$ cat config.mk
export PLATFORM = sky130hd
export DESIGN_NAME = plti_ctrl
export DESIGN_NICKNAME = d
export VERILOG_FILES = /design/src/plti_pkg.sv /design/src/plti_ctrl.sv
export SDC_FILE = /design/constraint.sdc
export NUM_CORES = 1
export LEC_CHECK = 0
export ABC_AREA = 1
export BUFFER_PORTS_ARGS = -buffer_cell sky130_fd_sc_hd__buf_2
export CAP_MARGIN = 20
export CORE_ASPECT_RATIO = 0.5
export CORE_UTILIZATION = 55
export DETAILED_ROUTE_END_ITERATION = 10
export PLACE_DENSITY = 0.78
export SLEW_MARGIN = 20
export SYNTH_ARGS = -nofsm -noshare
export SYNTH_HDL_FRONTEND = slang
export SYNTH_SLANG_ARGS = --single-unit
$ cat constraint.sdc
create_clock -name clk -period 3.4 [get_ports clk]
set_input_delay 0.68 -clock clk [delete_from_list [all_inputs] [get_ports clk]]
set_output_delay 0.68 -clock clk [all_outputs]
set_load 0.01 [all_outputs]
$ cat src/plti_pkg.sv
`timescale 1ns / 1ps
`default_nettype none
package plti_pkg;

  localparam int IDX_W = 6;  // entry index / segment index width
  localparam int CNT_W = 7;  // entry_count register width

  // controller -> datapath commands
  typedef struct packed {
    logic load;      // write one breakpoint
    logic query_ld;  // capture query operands
    logic scan_vld;  // RAM read data valid this cycle
    logic seg_ld;    // latch matched segment operands
    logic mul_step;  // one shift-add multiply step
    logic div_step;  // one restoring divide step
    logic out_hit;   // register interpolated result
    logic out_miss;  // register last entry's y
  } plti_cmd_t;

endpackage
`default_nettype wire

$ cat src/plti_ctrl.sv
`timescale 1ns / 1ps
`default_nettype none
module plti_ctrl #(
  parameter int VALUE_WIDTH = 32,
  parameter int TABLE_DEPTH = 64,
  localparam int AW = $clog2(TABLE_DEPTH)
) (
  input  wire logic                       clk,
  input  wire logic                       rst_n,
  input  wire logic                       start,
  output logic                            busy,
  input  wire logic                       in_op,
  input  wire logic                       cfg_valid,
  output logic                            cfg_ready,
  input  wire logic [plti_pkg::CNT_W-1:0] cfg_entry_count,
  input  wire logic                       seg_hit,
  output plti_pkg::plti_cmd_t             cmd,
  output logic      [AW-1:0]              raddr,
  output logic                            out_valid,
  output logic                            out_interpolated,
  output logic      [plti_pkg::IDX_W-1:0] out_segment_index
);
  import plti_pkg::*;

  localparam int ML = VALUE_WIDTH + 1;
  localparam int SW = $clog2(2 * ML);

  localparam logic [2:0] S_IDLE = 3'd0;
  localparam logic [2:0] S_SCAN = 3'd1;
  localparam logic [2:0] S_MUL  = 3'd2;
  localparam logic [2:0] S_DIV  = 3'd3;
  localparam logic [2:0] S_FIN  = 3'd4;

  logic [2:0]       state_r, state_nxt;
  logic [SW-1:0]    cnt_r, cnt_nxt;
  logic [CNT_W-1:0] entry_count_r;
  logic [AW-1:0]    last_r, last_nxt, last_c;
  logic [AW-1:0]    iss_r, iss_nxt;
  logic             iss_done_r, iss_done_nxt;
  logic             rd_vld_r, rd_vld_nxt;
  logic [AW-1:0]    rd_idx_r, rd_idx_nxt;
  logic [AW-1:0]    seg_idx_r, seg_idx_nxt;
  logic             out_valid_r, out_valid_nxt;
  logic             out_interp_r, out_interp_nxt;
  logic [IDX_W-1:0] out_seg_r, out_seg_nxt;
  logic             accept;

  assign busy      = (state_r != S_IDLE);
  assign accept    = start & ~busy;
  assign cfg_ready = 1'b1;
  assign raddr     = iss_r;

  assign out_valid         = out_valid_r;
  assign out_interpolated  = out_interp_r;
  assign out_segment_index = out_seg_r;

  // count of 0 acts as 1, above depth acts as depth
  always_comb begin
    if (entry_count_r == '0) begin
      last_c = '0;
    end else if (int'(entry_count_r) > TABLE_DEPTH) begin
      last_c = AW'(TABLE_DEPTH - 1);
    end else begin
      last_c = AW'(entry_count_r - 1'b1);
    end
  end

  always_comb begin
    state_nxt      = state_r;
    cnt_nxt        = cnt_r;
    last_nxt       = last_r;
    iss_nxt        = iss_r;
    iss_done_nxt   = iss_done_r;
    rd_vld_nxt     = 1'b0;
    rd_idx_nxt     = rd_idx_r;
    seg_idx_nxt    = seg_idx_r;
    out_valid_nxt  = 1'b0;
    out_interp_nxt = out_interp_r;
    out_seg_nxt    = out_seg_r;
    cmd            = '0;
    cmd.load       = accept & ~in_op;

    case (state_r)
      S_IDLE: begin
        if (accept & in_op) begin
          cmd.query_ld = 1'b1;
          last_nxt     = last_c;
          iss_nxt      = '0;
          iss_done_nxt = 1'b0;
          state_nxt    = S_SCAN;
        end
      end
      S_SCAN: begin
        // issue side: one read per cycle up to the last entry
        if (!iss_done_r) begin
          rd_vld_nxt = 1'b1;
          rd_idx_nxt = iss_r;
          if (iss_r == last_r) begin
            iss_done_nxt = 1'b1;
          end else begin
            iss_nxt = iss_r + 1'b1;
          end
        end
        // check side: data of entry rd_idx_r closes segment rd_idx_r-1
        if (rd_vld_r) begin
          cmd.scan_vld = 1'b1;
          if ((rd_idx_r != '0) && seg_hit) begin
            cmd.seg_ld  = 1'b1;
            seg_idx_nxt = rd_idx_r - 1'b1;
            cnt_nxt     = '0;
            rd_vld_nxt  = 1'b0;
            state_nxt   = S_MUL;
          end else if (rd_idx_r == last_r) begin
            cmd.out_miss   = 1'b1;
            out_valid_nxt  = 1'b1;
            out_interp_nxt = 1'b0;
            out_seg_nxt    = IDX_W'(rd_idx_r);
            rd_vld_nxt     = 1'b0;
            state_nxt      = S_IDLE;
          end
        end
      end
      S_MUL: begin
        cmd.mul_step = 1'b1;
        if (cnt_r == SW'(ML - 1)) begin
          cnt_nxt   = '0;
          state_nxt = S_DIV;
        end else begin
          cnt_nxt = cnt_r + 1'b1;
        end
      end
      S_DIV: begin
        cmd.div_step = 1'b1;
        if (cnt_r == SW'(2 * ML - 1)) begin
          state_nxt = S_FIN;
        end else begin
          cnt_nxt = cnt_r + 1'b1;
        end
      end
      S_FIN: begin
        cmd.out_hit    = 1'b1;
        out_valid_nxt  = 1'b1;
        out_interp_nxt = 1'b1;
        out_seg_nxt    = IDX_W'(seg_idx_r);
        state_nxt      = S_IDLE;
      end
      default: begin
        state_nxt = S_IDLE;
      end
    endcase
  end

  always_ff @(posedge clk) begin
    if (!rst_n) begin
      state_r       <= S_IDLE;
      entry_count_r <= CNT_W'(1);
      iss_done_r    <= 1'b0;
      rd_vld_r      <= 1'b0;
      out_valid_r   <= 1'b0;
    end else begin
      state_r     <= state_nxt;
      iss_done_r  <= iss_done_nxt;
      rd_vld_r    <= rd_vld_nxt;
      out_valid_r <= out_valid_nxt;
      if (cfg_valid & cfg_ready) begin
        entry_count_r <= cfg_entry_count;
      end
    end
  end

  always_ff @(posedge clk) begin
    cnt_r        <= cnt_nxt;
    last_r       <= last_nxt;
    iss_r        <= iss_nxt;
    rd_idx_r     <= rd_idx_nxt;
    seg_idx_r    <= seg_idx_nxt;
    out_interp_r <= out_interp_nxt;
    out_seg_r    <= out_seg_nxt;
  end

endmodule
`default_nettype wire

# --- Word level (Yosys, flattened, before mapping) ---
# Index checks and enable logic that the tools add are counted.
word_totals:
  regBits: 51
  latchBits: 0
  ram_bits: 0
  rom_bits: 0
  in_bits: 13
  wordCells: 105
  n_memories: 0
classes:
  n_addsub: 4
  n_mul: 0
  n_div: 0
  magnitude_cmp: 1
  eq_ne: 19
  shift: 0
  muxes: 46
  n_bitwise: 6
  n_reduce_logical: 17
op_table:
  columns: ["op", "count"]
  rows:
  - ["6-bit 2-to-1 mux", 7]
  - ["7-bit 2-to-1 mux", 4]
  - ["6-bit one-hot mux with 2 select lines", 2]
  - ["7-bit one-hot mux with 3 select lines", 1]
  - ["1-bit 2-to-1 mux", 20]
  - ["2-bit inequality test (second input constant)", 10]
  - ["3-bit 2-to-1 mux", 6]
  - ["6-bit == test", 2]
  - ["3-bit one-hot mux with 4 select lines", 1]
  - ["4-bit AND reduction", 3]
  - ["6-bit by 1-bit subtractor with 6-bit output (second input constant)", 2]
  - ["2-bit AND reduction", 4]
  - ["7-bit by 1-bit adder with 7-bit output (second input constant)", 1]
  - ["7-bit by 6-bit == test with 1-bit output (second input constant)", 1]
  - ["7-bit == test (second input constant)", 1]
  - ["7-bit greater-than comparator (second input constant)", 1]
  - ["7-bit logical NOT", 1]
  - ["6-bit by 1-bit adder with 6-bit output (second input constant)", 1]
  - ["3-bit by 2-bit == test with 1-bit output (second input constant)", 2]
  - ["1-bit one-hot mux with 2 select lines", 3]
  - ["3-bit nonzero test", 2]
  - ["6-bit nonzero test", 1]
  - ["5-bit AND reduction", 1]
  - ["2-bit 2-to-1 mux", 2]
  - ["other kinds (9)", 14]

# --- Depth between registers and ports, before layout ---
logic_depth:
  word_depth: 6
  depth_mapped: 12

# --- Least setup slack after synthesis ---
# Ideal clock, no wire load.
synth_path:
  path_type: "flip-flop to output port"
  from: "register state_r[0]"
  to: "output cmd[0] in the netlist's numbering"
  arrival_ns: 1.176
  t_required_ns: 2.720
  path_slack_ns: 1.544
  stages_incl_launch_ff: 7
  path_cell_list: "dfxtp_1 inv_1 nor3_4 inv_2 nor2_1 nand3b_1 inv_1"
synth_rtl:
  columns: ["item", "line", "text"]
  rows:
  - ["start: declaration", "plti_ctrl.sv:34", "logic [2:0] state_r, state_nxt;"]
  - ["start signal: assignment", "plti_ctrl.sv:161", "state_r <= state_nxt;"]
  - ["end: declaration", "plti_ctrl.sv:17", "output plti_pkg::plti_cmd_t cmd,"]

==> qor.csv <==
metric,value,unit
run_status,finished with violations,
violations,DRC,
die-area,4887,µm²
clock_tree_from_tritoncts,yes,
tightest_slew,0.6149,ns
finalMaxSlewViolations,0,
antenna_found_initial,0,
buffers_inverters_on_critical_path,3,
std_cell_rows,16,
ys_seq_elements,51,
drt.antenna.violating_nets,0,
finalNetCount,343,
fin_worst_hold_slack,0.4649,ns
setup.worst_path.start_class,register,
seq_total_area_yosys,55.45,%
power_density,531.0,nW/µm²
placeableCoreArea,4144,µm²
report.final.setup_viol,0,
grt_setup_unrepaired,no,
pin_count_of_the_biggest_net_entering_global_routing,16,
vdd_ir_drop_max,0.2369,mV
place_hpwl,3.585,mm
drt_pass_1_iters,7,
synth_top_flop_cell,edfxtp_1,
synth.lib_cells_used.distinct,23,
post_cts_buffers,0,
synth_edf_count,38,
syn_avg_cell_area,8.899,µm²
floorplan.die.height,49.94,µm
post_route_skew,0.01067,ns
io_buffer_count,35,
finish.cell_count_without_fillers,378,
timing.critical_path.arrival,1.87,ns
cts_sinks,51,
synth_area,2527,µm²
area_share_of_the_largest_cell_type_after_synthesis,45.15,%
grt_first_pass_wirelength,7.900,mm
ys.warnings.count,0,
synth_area_leaders,"edfxtp_1 45%, dfxtp_1 10%, nand2_1 7.9%",
synth.net_count,304,
achievable-frequency,392.7,MHz
die_x,97.87,µm
max_cap_viol_count,0,
worst_skew_pair.late_latency,0.31,ns
finalSetupTns,0,ns
final-hold-violation-count,0,
first_global_vias,1783,
drive_gt1_share,15.12,%
post_synth_inst_count,284,
cts-root-buf,clkbuf_8,
cp_data_required_time,2.72,ns
mean_number_of_vias_per_cell,5.161,
worst_path_largest_cell_delay,0.37,ns
io_pins,37,
path_cells,inv_1 -> ha_1 -> nand3_1 -> nand2_1 -> nor2_1 -> nand2_1 -> inv_1 -> buf_2,
worstSetupEndpointType,primary output,
cp_delay_by_family_top,buffers and inverters,
critical_path_class,register to primary output,
area_delta_synth_final,12.23,%
drt-initial-drc-count,111,
clk_pin_slew_worst_paths,0.10,ns
most_frequent_cell_after_synthesis,nand2_1,
avgRoutedWirePerCell,12.57,µm
inst_count_dp,370,
cts_max_path_buffers,2,
critical_path_peak_fanout,7,
num_vias,1951,
max_slew_margin,58.86,%
initial_util,60.99,%
cts_made_buffers,5,
cts.htree.levels,2,
drc,3,
synth.cells.most_frequent,"53 x nand2_1, 49 x nor2_1, 42 x inv_1, 38 x edfxtp_1, 19 x o21ai_0",
cts_repair_resize_count,0,
ctsHoldBuffers,0,
cpMaxStageDelayCell,edfxtp_1,
p_leak,0.001299,µW
final.min_clock_period,2.547,ns
gp_congestion,0.8366,
final_min_period_over_clock_period,74.90,%
biggest_area_consumer_among_synthesized_cells,edfxtp_1,
grtUsageTotal,21.14,%
timing.hold.worst.class,register to register,
antennaDiodeCount,0,
postSynth.asyncResetShare,0,%
overflow,0,
wl,4.750,mm
-- stage by stage --
stage	worst slack (ns)	utilization (%)	total power (µW)	area [µm²]
global placement	1.308	66.39	1150	2751
finish	0.8532	68.45	1506	2836
detailed placement	1.189	66.39	1171	2751
CTS	0.8447	68.45	1506	2836
floorplan	1.544	-	1065	2527
global route	0.6776	68.45	1591	2836
-- final timing paths --
kind | startpoint | end | slack, ns | cells past startpoint
min | rd_vld_r$_SDFF_PN0_ | rd_vld_r$_SDFF_PN0_ | 0.46 | 1
min reg2reg | rd_vld_r$_SDFF_PN0_ | rd_vld_r$_SDFF_PN0_ | 0.46 | 1
max reg2reg | state_r[0]$_SDFFE_PN0P_ | raddr[4]$_SDFFCE_PP0P_ | 1.34 | 6
max | rd_idx_r[0]$_DFFE_PP_ | cmd[4] | 0.85 | 8
-- cell type report --
type                    count  area (µm²)
flip-flops and latches     51        1401
fillers                   324        1308
multi-input cells         186       938.4
repair buffers             36       182.7
inverters                  43       161.4
clock buffers               6       72.57
well taps                  54       67.56
clock inverters             2       12.51
-- layer usage --
| layer | routed length (µm) | up-vias | track usage (%) |
|---|---|---|---|
| met3 | 275 | 9 | 5.957 |
| met5 | 0 | - | 0 |
| met2 | 2172 | 59 | 34.98 |
| met4 | 61 | 0 | 6.566 |
| li1 | - | 990 | - |
| met1 | 2240 | 893 | 27.23 |
-- state kept, by name (all words and copies together), names as in the netlist --
register / cells
cnt_r: 7
state_r: 3
rd_idx_r: 6
entry_count_r: 7
out_interpolated: 1
rd_vld_r: 1
iss_done_r: 1
out_valid: 1
out_segment_index: 6
last_r: 6
raddr: 6
seg_idx_r: 6
-- cell families after synthesis --
| family | synth area share [%] |
|---|---|
| compound gates | 6.881 |
| flops | 55.45 |
| fa+ha+maj | 3.465 |
| buf+inv | 7.425 |
| xor+xnor | 5.198 |
| other cells | 0.1484 |
| simple gates | 21.44 |
-- cell usage in the layout, fill, tap and decap left out, types with 2 or more instances in the layout --
cell,count
o21ai_0,19
a31oi_1,2
ha_1,7
a21oi_1,10
xor2_1,10
inv_1,42
nor2_1,49
nand3_1,13
nor3_1,9
edfxtp_1,38
buf_2,35
xnor2_1,5
nand2_1,53
or2_2,3
dfxtp_1,13
clkbuf_8,5
-- power breakdown --
group | internal, µW | leakage, µW | total, µW | switching [µW]
clock | 144 | 0.0000412 | 346 | 202
combinational | 117 | 0.000799 | 323 | 206
sequential | 768 | 0.000459 | 837 | 69.0
total | 1030 | 0.00130 | 1510 | 476
Note: power is estimated with default switching activity, not from simulation.
